$ cat config.mk
export PLATFORM = sky130hd
export DESIGN_NAME = first_fit_block_allocator_flat
export DESIGN_NICKNAME = d
export VERILOG_FILES = /design/src/sv/ffba_pkg.sv /design/src/sv/ffba_if.sv /design/src/sv/ffba_table.sv /design/src/sv/ffba_datapath.sv /design/src/sv/ffba_ctrl.sv /design/src/sv/first_fit_block_allocator.sv /design/src/flat_wrapper.sv
export SDC_FILE = /design/constraint.sdc
export NUM_CORES = 2
export LEC_CHECK = 0
export ABC_AREA = 1
export BUFFER_PORTS_ARGS = -buffer_cell sky130_fd_sc_hd__buf_2
export CORE_ASPECT_RATIO = 2
export CORE_MARGIN = 4
export CORE_UTILIZATION = 30
export DETAILED_ROUTE_END_ITERATION = 8
export MAX_ROUTING_LAYER = met4
export PLACE_DENSITY_LB_ADDON = 0.2
export SYNTH_ARGS = -nofsm -noshare
export SYNTH_HDL_FRONTEND = slang
export SYNTH_HIERARCHICAL = 1
export SYNTH_SLANG_ARGS = --single-unit
$ cat constraint.sdc
create_clock -name i_clk -period 14.4 [get_ports i_clk]
set_input_delay 1.44 -clock i_clk [delete_from_list [all_inputs] [get_ports i_clk]]
set_output_delay 1.44 -clock i_clk [all_outputs]
set_load 0.01 [all_outputs]
$ cat src/sv/ffba_pkg.sv
// ----------------------------------------------------------------------------
// ffba_pkg
// Shared types and constants of the first-fit block allocator.
// ----------------------------------------------------------------------------
package ffba_pkg;

    localparam int ADDR_W  = 20;
    localparam int LIMIT_W = 21;

    localparam logic [LIMIT_W-1:0] LIMIT_MAX = 21'd1048576;

    localparam int DEF_MAX_BLOCKS   = 64;
    localparam int DEF_HEADER_BYTES = 24;

    localparam logic REQ_ALLOC = 1'b0;
    localparam logic REQ_FREE  = 1'b1;

    typedef enum logic [2:0] {
        ST_REUSED   = 3'd0,
        ST_APPENDED = 3'd1,
        ST_ZERO     = 3'd2,
        ST_NOSPACE  = 3'd3,
        ST_FULL     = 3'd4,
        ST_FREED    = 3'd5,
        ST_RELEASED = 3'd6,
        ST_UNKNOWN  = 3'd7
    } t_status;

    typedef enum logic [2:0] {
        S_IDLE,
        S_SCAN,
        S_HIT,
        S_MISS,
        S_TRIVIAL
    } t_state;

    // one table entry: header offset, payload size, free flag
    typedef struct packed {
        logic [ADDR_W-1:0] base;
        logic [ADDR_W-1:0] size;
        logic              free;
    } t_entry;

    typedef struct packed {
        logic start;
        logic scan;
        logic fin_hit;
        logic fin_miss;
        logic fin_trivial;
    } t_dp_cmd;

    typedef struct packed {
        logic in_trivial;
        logic empty;
        logic hit;
        logic scan_done;
        logic out_free;
    } t_dp_sts;

endpackage

$ cat src/sv/ffba_if.sv
// ----------------------------------------------------------------------------
// ffba_if
// Valid/ready channels of the allocator: request, response, configuration.
// ----------------------------------------------------------------------------
interface ffba_req_if;
    logic        valid;
    logic        ready;
    logic        req_type;
    logic [19:0] req_size;
    logic [19:0] block_address;

    modport source (output valid, req_type, req_size, block_address, input ready);
    modport sink   (input valid, req_type, req_size, block_address, output ready);
endinterface

interface ffba_rsp_if;
    logic        valid;
    logic        ready;
    logic [19:0] result_address;
    logic [2:0]  status;

    modport source (output valid, result_address, status, input ready);
    modport sink   (input valid, result_address, status, output ready);
endinterface

interface ffba_cfg_if;
    logic        valid;
    logic        ready;
    logic [20:0] heap_limit;

    modport source (output valid, heap_limit, input ready);
    modport sink   (input valid, heap_limit, output ready);
endinterface

$ cat src/sv/ffba_table.sv
// ----------------------------------------------------------------------------
// ffba_table
// Block table memory: one write port, one read port with registered data.
// ----------------------------------------------------------------------------
module ffba_table
    import ffba_pkg::*;
#(
    parameter int DEPTH = DEF_MAX_BLOCKS
) (
    input  logic                     i_clk,
    input  logic                     i_we,
    input  logic [$clog2(DEPTH)-1:0] i_waddr,
    input  t_entry                   i_wdata,
    input  logic                     i_re,
    input  logic [$clog2(DEPTH)-1:0] i_raddr,
    output t_entry                   o_rdata
);

    t_entry r_mem [DEPTH];
    t_entry r_rdata;

    always_ff @(posedge i_clk) begin
        if (i_we) begin
            r_mem[i_waddr] <= i_wdata;
        end
    end

    always_ff @(posedge i_clk) begin
        if (i_re) begin
            r_rdata <= r_mem[i_raddr];
        end
    end

    assign o_rdata = r_rdata;

endmodule

$ cat src/sv/ffba_datapath.sv
// ----------------------------------------------------------------------------
// ffba_datapath
// Allocator datapath: request and limit registers, break and block count,
// scan pointer, entry compare, table update and result register.
// ----------------------------------------------------------------------------
module ffba_datapath
    import ffba_pkg::*;
#(
    parameter int MAX_BLOCKS   = DEF_MAX_BLOCKS,
    parameter int HEADER_BYTES = DEF_HEADER_BYTES
) (
    input  logic                i_clk,
    input  logic                i_rst_n,
    input  t_dp_cmd             i_cmd,
    output t_dp_sts             o_sts,
    input  logic                i_req_type,
    input  logic [ADDR_W-1:0]   i_req_size,
    input  logic [ADDR_W-1:0]   i_block_address,
    input  logic                i_cfg_valid,
    input  logic [LIMIT_W-1:0]  i_cfg_heap_limit,
    output logic                o_out_valid,
    input  logic                i_out_ready,
    output logic [ADDR_W-1:0]   o_result_address,
    output t_status             o_status
);

    localparam int IDX_W = $clog2(MAX_BLOCKS);
    localparam int CNT_W = $clog2(MAX_BLOCKS + 1);
    localparam logic [LIMIT_W-1:0] HDR     = LIMIT_W'(HEADER_BYTES);
    localparam logic [CNT_W-1:0]   CNT_MAX = CNT_W'(MAX_BLOCKS);

    logic [LIMIT_W-1:0] r_limit, n_limit;
    logic [LIMIT_W-1:0] r_break, n_break;
    logic [CNT_W-1:0]   r_count, n_count;
    logic [CNT_W-1:0]   r_idx, n_idx;
    logic               r_chk_valid, n_chk_valid;
    logic [IDX_W-1:0]   r_chk_idx, n_chk_idx;
    logic               r_type, n_type;
    logic [ADDR_W-1:0]  r_size, n_size;
    logic [ADDR_W-1:0]  r_addr, n_addr;
    logic               r_out_valid, n_out_valid;
    logic [ADDR_W-1:0]  r_out_addr, n_out_addr;
    t_status            r_out_status, n_out_status;

    logic               w_we;
    logic [IDX_W-1:0]   w_waddr;
    t_entry             w_wdata;
    logic               w_issue;
    t_entry             w_rd;

    logic               w_hit;
    logic               w_scan_done;
    logic               w_out_free;
    logic               w_is_top;
    logic [LIMIT_W-1:0] w_total;
    logic [LIMIT_W:0]   w_need;
    logic               w_nospace;
    logic [LIMIT_W-1:0] w_hit_off;
    logic [LIMIT_W-1:0] w_brk_off;

    ffba_table #(
        .DEPTH (MAX_BLOCKS)
    ) u_table (
        .i_clk   (i_clk),
        .i_we    (w_we),
        .i_waddr (w_waddr),
        .i_wdata (w_wdata),
        .i_re    (w_issue),
        .i_raddr (r_idx[IDX_W-1:0]),
        .o_rdata (w_rd)
    );

    always_comb begin
        w_hit_off   = {1'b0, w_rd.base} + HDR;
        w_brk_off   = r_break + HDR;
        w_scan_done = (r_idx == r_count);
        w_out_free  = !r_out_valid || i_out_ready;
        if (r_type == REQ_ALLOC) begin
            w_hit = r_chk_valid && w_rd.free && (w_rd.size >= r_size);
        end else begin
            w_hit = r_chk_valid && (w_hit_off == {1'b0, r_addr});
        end
        // hold the read data once a hit is seen
        w_issue   = i_cmd.scan && !w_scan_done && !w_hit;
        w_is_top  = (({1'b0, r_addr} + {1'b0, w_rd.size}) == r_break);
        w_total   = {1'b0, r_size} + HDR;
        w_need    = {1'b0, r_break} + {1'b0, w_total};
        w_nospace = (w_need > {1'b0, r_limit});
    end

    always_comb begin
        o_sts.in_trivial = (i_req_type == REQ_ALLOC) ? (i_req_size == '0)
                                                     : (i_block_address == '0);
        o_sts.empty      = (r_count == '0);
        o_sts.hit        = w_hit;
        o_sts.scan_done  = w_scan_done;
        o_sts.out_free   = w_out_free;
    end

    always_comb begin
        n_limit      = r_limit;
        n_break      = r_break;
        n_count      = r_count;
        n_idx        = r_idx;
        n_chk_valid  = w_issue;
        n_chk_idx    = r_chk_idx;
        n_type       = r_type;
        n_size       = r_size;
        n_addr       = r_addr;
        n_out_valid  = r_out_valid;
        n_out_addr   = r_out_addr;
        n_out_status = r_out_status;
        w_we         = 1'b0;
        w_waddr      = r_chk_idx;
        w_wdata      = w_rd;

        if (i_cfg_valid) begin
            n_limit = (i_cfg_heap_limit > LIMIT_MAX) ? LIMIT_MAX : i_cfg_heap_limit;
        end

        if (i_cmd.start) begin
            n_type = i_req_type;
            n_size = i_req_size;
            n_addr = i_block_address;
            n_idx  = '0;
        end

        if (w_issue) begin
            n_chk_idx = r_idx[IDX_W-1:0];
            n_idx     = r_idx + CNT_W'(1);
        end

        if (r_out_valid && i_out_ready) begin
            n_out_valid = 1'b0;
        end

        if (i_cmd.fin_trivial) begin
            n_out_valid  = 1'b1;
            n_out_addr   = '0;
            n_out_status = (r_type == REQ_FREE) ? ST_UNKNOWN : ST_ZERO;
        end

        if (i_cmd.fin_hit) begin
            n_out_valid = 1'b1;
            n_out_addr  = '0;
            if (r_type == REQ_ALLOC) begin
                w_we         = 1'b1;
                w_wdata.free = 1'b0;
                n_out_addr   = w_hit_off[ADDR_W-1:0];
                n_out_status = ST_REUSED;
            end else if (w_is_top) begin
                // drop the top block and lower the break
                n_break      = r_break - ({1'b0, w_rd.size} + HDR);
                n_count      = r_count - CNT_W'(1);
                n_out_status = ST_RELEASED;
            end else begin
                w_we         = 1'b1;
                w_wdata.free = 1'b1;
                n_out_status = ST_FREED;
            end
        end

        if (i_cmd.fin_miss) begin
            n_out_valid = 1'b1;
            n_out_addr  = '0;
            if (r_type == REQ_FREE) begin
                n_out_status = ST_UNKNOWN;
            end else if (w_nospace) begin
                n_out_status = ST_NOSPACE;
            end else if (r_count == CNT_MAX) begin
                n_out_status = ST_FULL;
            end else begin
                // append a block at the break
                w_we         = 1'b1;
                w_waddr      = r_count[IDX_W-1:0];
                w_wdata.base = r_break[ADDR_W-1:0];
                w_wdata.size = r_size;
                w_wdata.free = 1'b0;
                n_count      = r_count + CNT_W'(1);
                n_break      = w_need[LIMIT_W-1:0];
                n_out_addr   = w_brk_off[ADDR_W-1:0];
                n_out_status = ST_APPENDED;
            end
        end
    end

    always_ff @(posedge i_clk) begin
        if (!i_rst_n) begin
            r_limit     <= LIMIT_MAX;
            r_break     <= '0;
            r_count     <= '0;
            r_idx       <= '0;
            r_chk_valid <= 1'b0;
            r_out_valid <= 1'b0;
        end else begin
            r_limit     <= n_limit;
            r_break     <= n_break;
            r_count     <= n_count;
            r_idx       <= n_idx;
            r_chk_valid <= n_chk_valid;
            r_out_valid <= n_out_valid;
        end
    end

    always_ff @(posedge i_clk) begin
        r_chk_idx    <= n_chk_idx;
        r_type       <= n_type;
        r_size       <= n_size;
        r_addr       <= n_addr;
        r_out_addr   <= n_out_addr;
        r_out_status <= n_out_status;
    end

    assign o_out_valid      = r_out_valid;
    assign o_result_address = r_out_addr;
    assign o_status         = r_out_status;

endmodule

$ cat src/sv/ffba_ctrl.sv
// ----------------------------------------------------------------------------
// ffba_ctrl
// Allocator controller: accepts a request, runs the table scan and picks
// the finishing action once the result register is free.
// ----------------------------------------------------------------------------
module ffba_ctrl
    import ffba_pkg::*;
(
    input  logic    i_clk,
    input  logic    i_rst_n,
    input  logic    i_req_valid,
    output logic    o_req_ready,
    input  t_dp_sts i_sts,
    output t_dp_cmd o_cmd
);

    t_state r_state, n_state;

    always_ff @(posedge i_clk) begin
        if (!i_rst_n) begin
            r_state <= S_IDLE;
        end else begin
            r_state <= n_state;
        end
    end

    always_comb begin
        n_state     = r_state;
        o_req_ready = 1'b0;
        o_cmd       = '0;
        case (r_state)
            S_IDLE: begin
                o_req_ready = 1'b1;
                if (i_req_valid) begin
                    o_cmd.start = 1'b1;
                    if (i_sts.in_trivial) begin
                        n_state = S_TRIVIAL;
                    end else if (i_sts.empty) begin
                        n_state = S_MISS;
                    end else begin
                        n_state = S_SCAN;
                    end
                end
            end
            S_SCAN: begin
                o_cmd.scan = 1'b1;
                if (i_sts.hit) begin
                    n_state = S_HIT;
                end else if (i_sts.scan_done) begin
                    n_state = S_MISS;
                end
            end
            S_HIT: begin
                if (i_sts.out_free) begin
                    o_cmd.fin_hit = 1'b1;
                    n_state       = S_IDLE;
                end
            end
            S_MISS: begin
                if (i_sts.out_free) begin
                    o_cmd.fin_miss = 1'b1;
                    n_state        = S_IDLE;
                end
            end
            S_TRIVIAL: begin
                if (i_sts.out_free) begin
                    o_cmd.fin_trivial = 1'b1;
                    n_state           = S_IDLE;
                end
            end
            default: begin
                n_state = S_IDLE;
            end
        endcase
    end

endmodule

$ cat src/sv/first_fit_block_allocator.sv
// ----------------------------------------------------------------------------
// first_fit_block_allocator
// First-fit heap allocator over an address-ordered block table.
// ----------------------------------------------------------------------------
// One request is in work at a time. A zero-size allocate or a null free
// skips the walk: the controller goes to its trivial state, writes the
// result register and returns to idle, where the next request can be taken.
// Any other request walks the block table one entry per cycle through the
// table's single read port, reading at most as many entries as the block
// count (MAX_BLOCKS at most). A hit ends the walk early, and an empty table
// skips the walk and goes straight to the miss state. The result waits in an
// output register, and the next request is taken as soon as the controller
// is back in idle. A stalled result holds the controller only when a new
// result is ready to be written behind it. The table needs no clearing after
// reset: only entries below the block count are ever read. heap_limit may be
// written only while no request is in work.
module first_fit_block_allocator
    import ffba_pkg::*;
#(
    parameter int MAX_BLOCKS   = DEF_MAX_BLOCKS,
    parameter int HEADER_BYTES = DEF_HEADER_BYTES
) (
    input  logic      i_clk,
    input  logic      i_rst_n,
    ffba_req_if.sink   i_req,
    ffba_rsp_if.source o_rsp,
    ffba_cfg_if.sink   i_cfg
);

    t_dp_cmd w_cmd;
    t_dp_sts w_sts;
    logic    w_req_ready;
    t_status w_status;

    ffba_ctrl u_ctrl (
        .i_clk       (i_clk),
        .i_rst_n     (i_rst_n),
        .i_req_valid (i_req.valid),
        .o_req_ready (w_req_ready),
        .i_sts       (w_sts),
        .o_cmd       (w_cmd)
    );

    ffba_datapath #(
        .MAX_BLOCKS   (MAX_BLOCKS),
        .HEADER_BYTES (HEADER_BYTES)
    ) u_datapath (
        .i_clk            (i_clk),
        .i_rst_n          (i_rst_n),
        .i_cmd            (w_cmd),
        .o_sts            (w_sts),
        .i_req_type       (i_req.req_type),
        .i_req_size       (i_req.req_size),
        .i_block_address  (i_req.block_address),
        .i_cfg_valid      (i_cfg.valid),
        .i_cfg_heap_limit (i_cfg.heap_limit),
        .o_out_valid      (o_rsp.valid),
        .i_out_ready      (o_rsp.ready),
        .o_result_address (o_rsp.result_address),
        .o_status         (w_status)
    );

    assign i_req.ready  = w_req_ready;
    assign i_cfg.ready  = 1'b1;
    assign o_rsp.status = w_status;

endmodule

$ cat src/flat_wrapper.sv
// flat-port wrapper written by rule: the top's interface ports become plain ports
module first_fit_block_allocator_flat import ffba_pkg::*;
#(
    parameter int MAX_BLOCKS   = DEF_MAX_BLOCKS,
    parameter int HEADER_BYTES = DEF_HEADER_BYTES
)
  (i_clk, i_rst_n, i_req_valid, i_req_req_type, i_req_req_size, i_req_block_address, i_req_ready, o_rsp_valid, o_rsp_result_address, o_rsp_status, o_rsp_ready, i_cfg_valid, i_cfg_heap_limit, i_cfg_ready);
  ffba_req_if i_req_i ();
  ffba_rsp_if o_rsp_i ();
  ffba_cfg_if i_cfg_i ();
  input  logic i_clk;
  input  logic i_rst_n;
  input wire logic [$bits(i_req_i.valid)-1:0] i_req_valid;
  input wire logic [$bits(i_req_i.req_type)-1:0] i_req_req_type;
  input wire logic [$bits(i_req_i.req_size)-1:0] i_req_req_size;
  input wire logic [$bits(i_req_i.block_address)-1:0] i_req_block_address;
  output wire logic [$bits(i_req_i.ready)-1:0] i_req_ready;
  output wire logic [$bits(o_rsp_i.valid)-1:0] o_rsp_valid;
  output wire logic [$bits(o_rsp_i.result_address)-1:0] o_rsp_result_address;
  output wire logic [$bits(o_rsp_i.status)-1:0] o_rsp_status;
  input wire logic [$bits(o_rsp_i.ready)-1:0] o_rsp_ready;
  input wire logic [$bits(i_cfg_i.valid)-1:0] i_cfg_valid;
  input wire logic [$bits(i_cfg_i.heap_limit)-1:0] i_cfg_heap_limit;
  output wire logic [$bits(i_cfg_i.ready)-1:0] i_cfg_ready;
  assign i_req_i.valid = i_req_valid;
  assign i_req_i.req_type = i_req_req_type;
  assign i_req_i.req_size = i_req_req_size;
  assign i_req_i.block_address = i_req_block_address;
  assign i_req_ready = i_req_i.ready;
  assign o_rsp_valid = o_rsp_i.valid;
  assign o_rsp_result_address = o_rsp_i.result_address;
  assign o_rsp_status = o_rsp_i.status;
  assign o_rsp_i.ready = o_rsp_ready;
  assign i_cfg_i.valid = i_cfg_valid;
  assign i_cfg_i.heap_limit = i_cfg_heap_limit;
  assign i_cfg_ready = i_cfg_i.ready;
  first_fit_block_allocator #(.MAX_BLOCKS(MAX_BLOCKS), .HEADER_BYTES(HEADER_BYTES)) u_core (.i_clk(i_clk), .i_rst_n(i_rst_n), .i_req(i_req_i), .o_rsp(o_rsp_i), .i_cfg(i_cfg_i));
endmodule
Word level (Yosys, flattened, before mapping)
Memory sizes are Yosys's and may differ from the RTL's. A register that Yosys moved wholly into a read port is not among the register bits.
Index checks and enable logic that the tools add are counted.

storage, ports and cells
  bits in read-only memories = 0
  logic and storage cells = 131
  output and inout port bits = 26
  flip-flop bits (word level) = 131
  memories = 1
  bits in latches = 0
  input bits = 67
  RAM bits = 2,624

memory list
  name                             words  width  read ports  clocked after memory_dff  write ports  line              text
  u_core.u_datapath.u_table.r_mem  64     41     1           1                         1            ffba_table.sv:19  t_entry r_mem [DEPTH];

operators by class
  shifts and indexed selects = 0
  reduce and logical (&&, ||, !) cells = 19
  equal/unequal tests = 11
  $lt $le $gt $ge = 3
  bitwise operators = 0
  muxes and demuxes = 74
  div/mod/pow operators = 0
  $mul = 0
  add/sub/neg operators = 10

operator list
  cell                                                                 number
  21-bit 2-to-1 mux                                                    8
  41-bit 2-to-1 mux                                                    4
  20-bit 2-to-1 mux                                                    7
  20-bit by 5-bit adder with 21-bit output (second input constant)     3
  7-bit 2-to-1 mux                                                     9
  20-bit zero test                                                     2
  3-bit 2-to-1 mux                                                     13
  1-bit 2-to-1 mux                                                     26
  6-bit 2-to-1 mux                                                     4
  21-bit by 21-bit adder with 22-bit output                            1
  22-bit by 21-bit > comparator with 1-bit output                      1
  20-bit by 20-bit adder with 21-bit output                            1
  21-bit by 20-bit == test with 1-bit output                           1
  21-bit == test                                                       1
  21-bit > comparator (second input constant)                          1
  21-bit subtractor                                                    1
  20-bit by 5-bit adder with 20-bit output (second input constant)     1
  20-bit >= comparator                                                 1
  7-bit by 1-bit adder with 7-bit output (second input constant)       2
  3-bit one-hot mux with 3 select lines                                1
  7-bit == test                                                        1
  7-bit == test (second input constant)                                1
  7-bit zero test                                                      1
  7-bit by 1-bit subtractor with 7-bit output (second input constant)  1
  other kinds (16)                                                     25

Depth between registers and ports, before layout
  depth in word-level cells = 11
  gate-level depth with buffers = 35
  mapped depth without buffers = 31

By module
Netlist, hierarchy kept.

by module, submodules not included
  module                     seq. area each (um^2)  times used  cells each  area an instance (um^2)
  ffba_table                 80,026.8               1           8,640       106,414.6
  ffba_datapath              3,263.1                1           1,721       12,062.8
  ffba_ctrl                  60.1                   1           46          254.0
  first_fit_block_allocator  0.0                    1           2           11.3

Least setup slack after synthesis
Ideal clock, no wire load.

  path kind = flip-flop to flip-flop
  start = register u_core.u_datapath.r_size[1]
  end = memory u_core/u_datapath/u_table/r_mem[50][0] (netlist name), enable pin
  setup time = 543 ps
  path buffers = 3
  data arrival time = 8,401 ps
  clock period less this slack = 8,944 ps
  required time = 13,857 ps
  slack = 5,456 ps
  cell stages (with the launch flop) = 28
  cells stage by stage = edfxtp_1 -> ha_1 -> ha_1 -> inv_1 -> fa_1 -> inv_1 -> a31oi_1 -> o221ai_1 -> nand3_1 -> nand2_1 -> a21boi_0 -> o21ai_0 -> xor2_1 -> ha_1 -> a21oi_1 -> o21ai_0 -> a21boi_0 -> o21ai_0 -> nand2_1 -> nand2_1 -> a21oi_1 -> nand4_1 -> buf_2 -> clkbuf_1 -> o21ai_0 -> clkbuf_1 -> inv_1 -> nor4_1

between the ends
  elaborated cells on any way between the ends = 11
  those cells by class = add/sub (2); order compare (1); mux (8)

RTL lines
  item                                             line                  text
  start: declaration                               ffba_datapath.sv:39   logic [ADDR_W-1:0] r_size, n_size;
  start signal: assignment                         ffba_datapath.sv:208  r_size <= n_size;
  20-bit by 5-bit adder with 21-bit output         ffba_datapath.sv:86   w_total = {1'b0, r_size} + HDR;
  21-bit by 21-bit adder with 22-bit output        ffba_datapath.sv:87   w_need = {1'b0, r_break} + {1'b0, w_total};
  22-bit by 21-bit > comparator with 1-bit output  ffba_datapath.sv:88   w_nospace = (w_need > {1'b0, r_limit});
  6-bit 2-to-1 mux                                 ffba_datapath.sv:168  end else if (w_nospace) begin
  6-bit 2-to-1 mux                                 ffba_datapath.sv:166  if (r_type == REQ_FREE) begin
  6-bit 2-to-1 mux                                 ffba_datapath.sv:163  if (i_cmd.fin_miss) begin
  net u_core.u_datapath.w_waddr[1]                 ffba_datapath.sv:46   logic [IDX_W-1:0] w_waddr;
  end: declaration                                 ffba_table.sv:19

The timed path passes the listed nets, and every way through them passes these cells.

Worst setup path in the final report
  start = register u_core.u_datapath.r_break[3]
  end = memory u_core/u_datapath/u_table/r_mem[5][37] (netlist name), enable pin

between the ends
  elaborated cells on any way between the ends = 15
  those cells by class = add/sub (1); order compare (1); eq/ne (1); mux (12)

RTL lines
  item                                             line                  text
  start: declaration                               ffba_datapath.sv:33   logic [LIMIT_W-1:0] r_break, n_break;
  start signal: assignment                         ffba_datapath.sv:197  r_break <= n_break;
  21-bit by 21-bit adder with 22-bit output        ffba_datapath.sv:87
  22-bit by 21-bit > comparator with 1-bit output  ffba_datapath.sv:88
  6-bit 2-to-1 mux                                 ffba_datapath.sv:168
  6-bit 2-to-1 mux                                 ffba_datapath.sv:166
  6-bit 2-to-1 mux                                 ffba_datapath.sv:163
  net u_core.u_datapath.w_waddr[0]                 ffba_datapath.sv:46

The timed path passes the listed nets, and every way through them passes these cells.

==> run summary <==
Post-synth top flop: edfxtp_1
die width: 452.9 um
Worst slew margin: 0.1615
vias in the first global route: 79440
area of the multi-input gates: 32030 um2
most frequent cells in the layout: nand2_1, edfxtp_1, nand3_1
met3 Use GR: 0.02152
crit path kind: register to register
unrepaired setup endpoints after global routing: false
EDFF count, synth: 2735
power per cell area: 145.7 nW/um2
critical path's largest stage delay: 1.11 ns
syn nets: 10630
GR Util met2: 0.3723
Final period util: 0.6685
most used cell, CP: o21ai_0
layout cells sized above 1: 0.07463
clk buf depth: 4
Critical Path End Type: register
clock latency at the later pin of the worst-skew pair: 0.94 ns
Setup TNS: 0 ns
status: complete, no violations
Hold Buf Count CTS: 0
synthesized instance count: 10410
slowest CP cell: nand4_1
detailed-route vias per instance: 5.070
pin count of the biggest net entering global routing: 174
most common cell after layout, fill and taps aside: nand2_1
ANT nets after route: 0
Worst-path clk slew: 0.08 ns
First DRT Iteration DRCs: 6992
clock skew: 0.08416 ns
# Post-CTS Setup Buffers: 0
first-pass GRT wire length: 581200 um
CTS buffer count: 240
cts repair resizes: 0
Layout area overhead: 12.01%
Hold Path Depth: 2
HP Class: register to register
CTS tree: built
drt wl/cell: 25.99 um
row cnt: 326
Critical Path Fanout Max: 25
Ports: 93
nets: 10560
Pins Over Slew Limit: 0
post-synthesis register bit count: 2796
GRT overflow: 0
total wire length: 410300 um
Max Cap Violations: 0
Seq. cell area: 83370 um2
Leak: 46.64 nW
Tmin final: 9.626 ns
critical path's top delay family: simple AND/OR/NAND/NOR gates
die span in y: 897.7 um
HPWL after detailed placement: 254000 um
Via Count: 80030
# fillers: 39210
Mapped Area: 118700 um2
syn_area_per_cell: 11.41 um2
gpl congestion: 0.9827
Starting Density: 0.3014
worst vdd ir: 0.09602 mV
Root Driver: clkbuf_16
Hold Violations, Final: 0
CP arrival: 10.19 ns
fin area: 133000 um2
Worst Max-Slew Pin Slew: 1.245 ns
Top Usage Layer GRT: met2
fmax: 103.9 MHz
CP Depth: 25
initial antenna violation count: 19
WP buf/inv: 4
drt drc: 0
H-tree lvl count: 4
Non-Filler Instances: 15780
Die ar.: 406600 um2
Synth cell types: 53
CP Launch Type: register
clk sink count: 2796
met1 Resource Use GR: 0.2086
area post-placement: 125200 um2
FFs w/ async S/R, synth: 0
CORE AREA: 394000 um2
PortBufs: 91
register area share after synthesis: 0.7019
Total GRT Usage: 0.2017
dpl cells: 15350
Ys Warns: 6
router iterations before antenna repair: 6
worst hold margin: 0.4886 ns
Critical Path RT: 14.97 ns
R2R cell count: 25
Final Setup Violations: 0
## synth_stat cells (5+ instances only)
| master | number | area share |
|---|---|---|
| nor2_1 | 199 | 0.0063 |
| buf_2 | 337 | 0.014 |
| o22ai_1 | 13 | 0.00068 |
| buf_6 | 33 | 0.0031 |
| nand3b_1 | 14 | 0.00089 |
| a211oi_1 | 20 | 0.0013 |
| inv_1 | 279 | 0.0088 |
| nor3_1 | 25 | 0.0011 |
| o31ai_1 | 5 | 0.00032 |
| nor4_1 | 28 | 0.0015 |
| xor2_1 | 66 | 0.0049 |
| nand2_1 | 3282 | 0.10 |
| xnor2_1 | 30 | 0.0022 |
| ha_1 | 146 | 0.015 |
| buf_1 | 69 | 0.0022 |
| clkbuf_1 | 119 | 0.0038 |
| inv_2 | 6 | 0.00019 |
| nand3_1 | 2548 | 0.11 |
| o21ai_0 | 96 | 0.0040 |
| o21ai_1 | 8 | 0.00034 |
| buf_4 | 61 | 0.0039 |
| edfxtp_1 | 2735 | 0.69 |
| dfxtp_1 | 61 | 0.010 |
| o21bai_1 | 6 | 0.00038 |
| nand4_1 | 52 | 0.0027 |
| a21oi_1 | 120 | 0.0051 |
| a31oi_1 | 5 | 0.00026 |
## worst paths after layout
kind                                 from                                endpoint  slack, ns
min          u_core/u_datapath/r_limit[5]            u_core/u_datapath/r_limit[5]       0.49
max          u_core/u_datapath/r_break[3]  u_core/u_datapath/u_table/r_mem[5][37]       4.77
max reg2reg  u_core/u_datapath/r_break[3]  u_core/u_datapath/u_table/r_mem[5][37]       4.77
min reg2reg  u_core/u_datapath/r_limit[5]            u_core/u_datapath/r_limit[5]       0.49
## state kept, by name, indices dropped and copies added (netlist names), 3 cells and up
register / flops
u_core/u_ctrl/r_state: 3
u_core/u_datapath/o_result_address: 20
u_core/u_datapath/o_status: 3
u_core/u_datapath/r_addr: 20
u_core/u_datapath/r_break: 21
u_core/u_datapath/r_chk_idx: 6
u_core/u_datapath/r_count: 7
u_core/u_datapath/r_idx: 7
u_core/u_datapath/r_limit: 21
u_core/u_datapath/r_size: 20
u_core/u_datapath/u_table/o_rdata: 41
u_core/u_datapath/u_table/r_mem: 2624
## worst register-to-register path, cell delays in order (launching register included)
cell      delay (ns)
dfxtp_1         0.50
inv_1           0.24
ha_1            0.34
inv_1           0.04
ha_1            0.36
a31oi_1         0.44
o221ai_1        0.30
nand3_1         0.13
nand2_1         0.09
a21boi_0        0.29
o21ai_0         0.16
xor2_1          0.34
ha_1            0.32
a21oi_1         0.16
o21ai_0         0.10
a21boi_0        0.21
o21ai_0         0.14
nand2_1         0.07
nand2_1         0.05
a21oi_1         0.24
nand4_1         0.50
buf_4           0.41
o21ai_0         0.94
nand4_1         1.11
nor2_4          1.07
buf_4           0.60
## metal layers
layer,up-vias,share of wire
li1,36510,-
met1,40320,0.35
met2,2402,0.54
met3,795,0.043
met4,0,0.063
met5,-,0
## layout make-up
class                      instances  area share
antenna                           17   0.0003198
tap                             5248     0.04937
clock buffer                     300     0.04733
timing repair buffer             310     0.01626
clock inverter                   121     0.01068
sequential                      2796      0.6268
inverter                         287    0.008410
multi-input combinational       6705      0.2408
## metrics by stage
stage | worst slack [ns] | utilization | power [mW]
detailed placement | 4.849 | 0.3179 | 12.94
global placement | 4.997 | 0.3179 | 12.92
finish | 4.774 | 0.3376 | 19.39
floorplan | 5.456 | - | 11.66
CTS | 4.838 | 0.3374 | 19.58
global route | 4.333 | 0.3375 | 20.12
## report_power, final
group / internal, mW / total, mW / switching [mW]
clock: 3.64 / 6.64 / 3.00
combinational: 0.736 / 3.17 / 2.44
sequential: 9.45 / 9.57 / 0.122
total: 13.8 / 19.4 / 5.56
## cell families (layout without fill, tap and decap cells)
family,count (synthesis),in the layout,share of synthesized area
flops,2796,2796,0.7019
simple gates,6169,6169,0.2250
fa+ha+maj,149,149,0.01589
compound gates,289,289,0.01350
buf+inv,908,1018,0.03640
other cells,1,18,0.00003158
xor+xnor,97,97,0.007271
(Power assumes the default switching activity.)
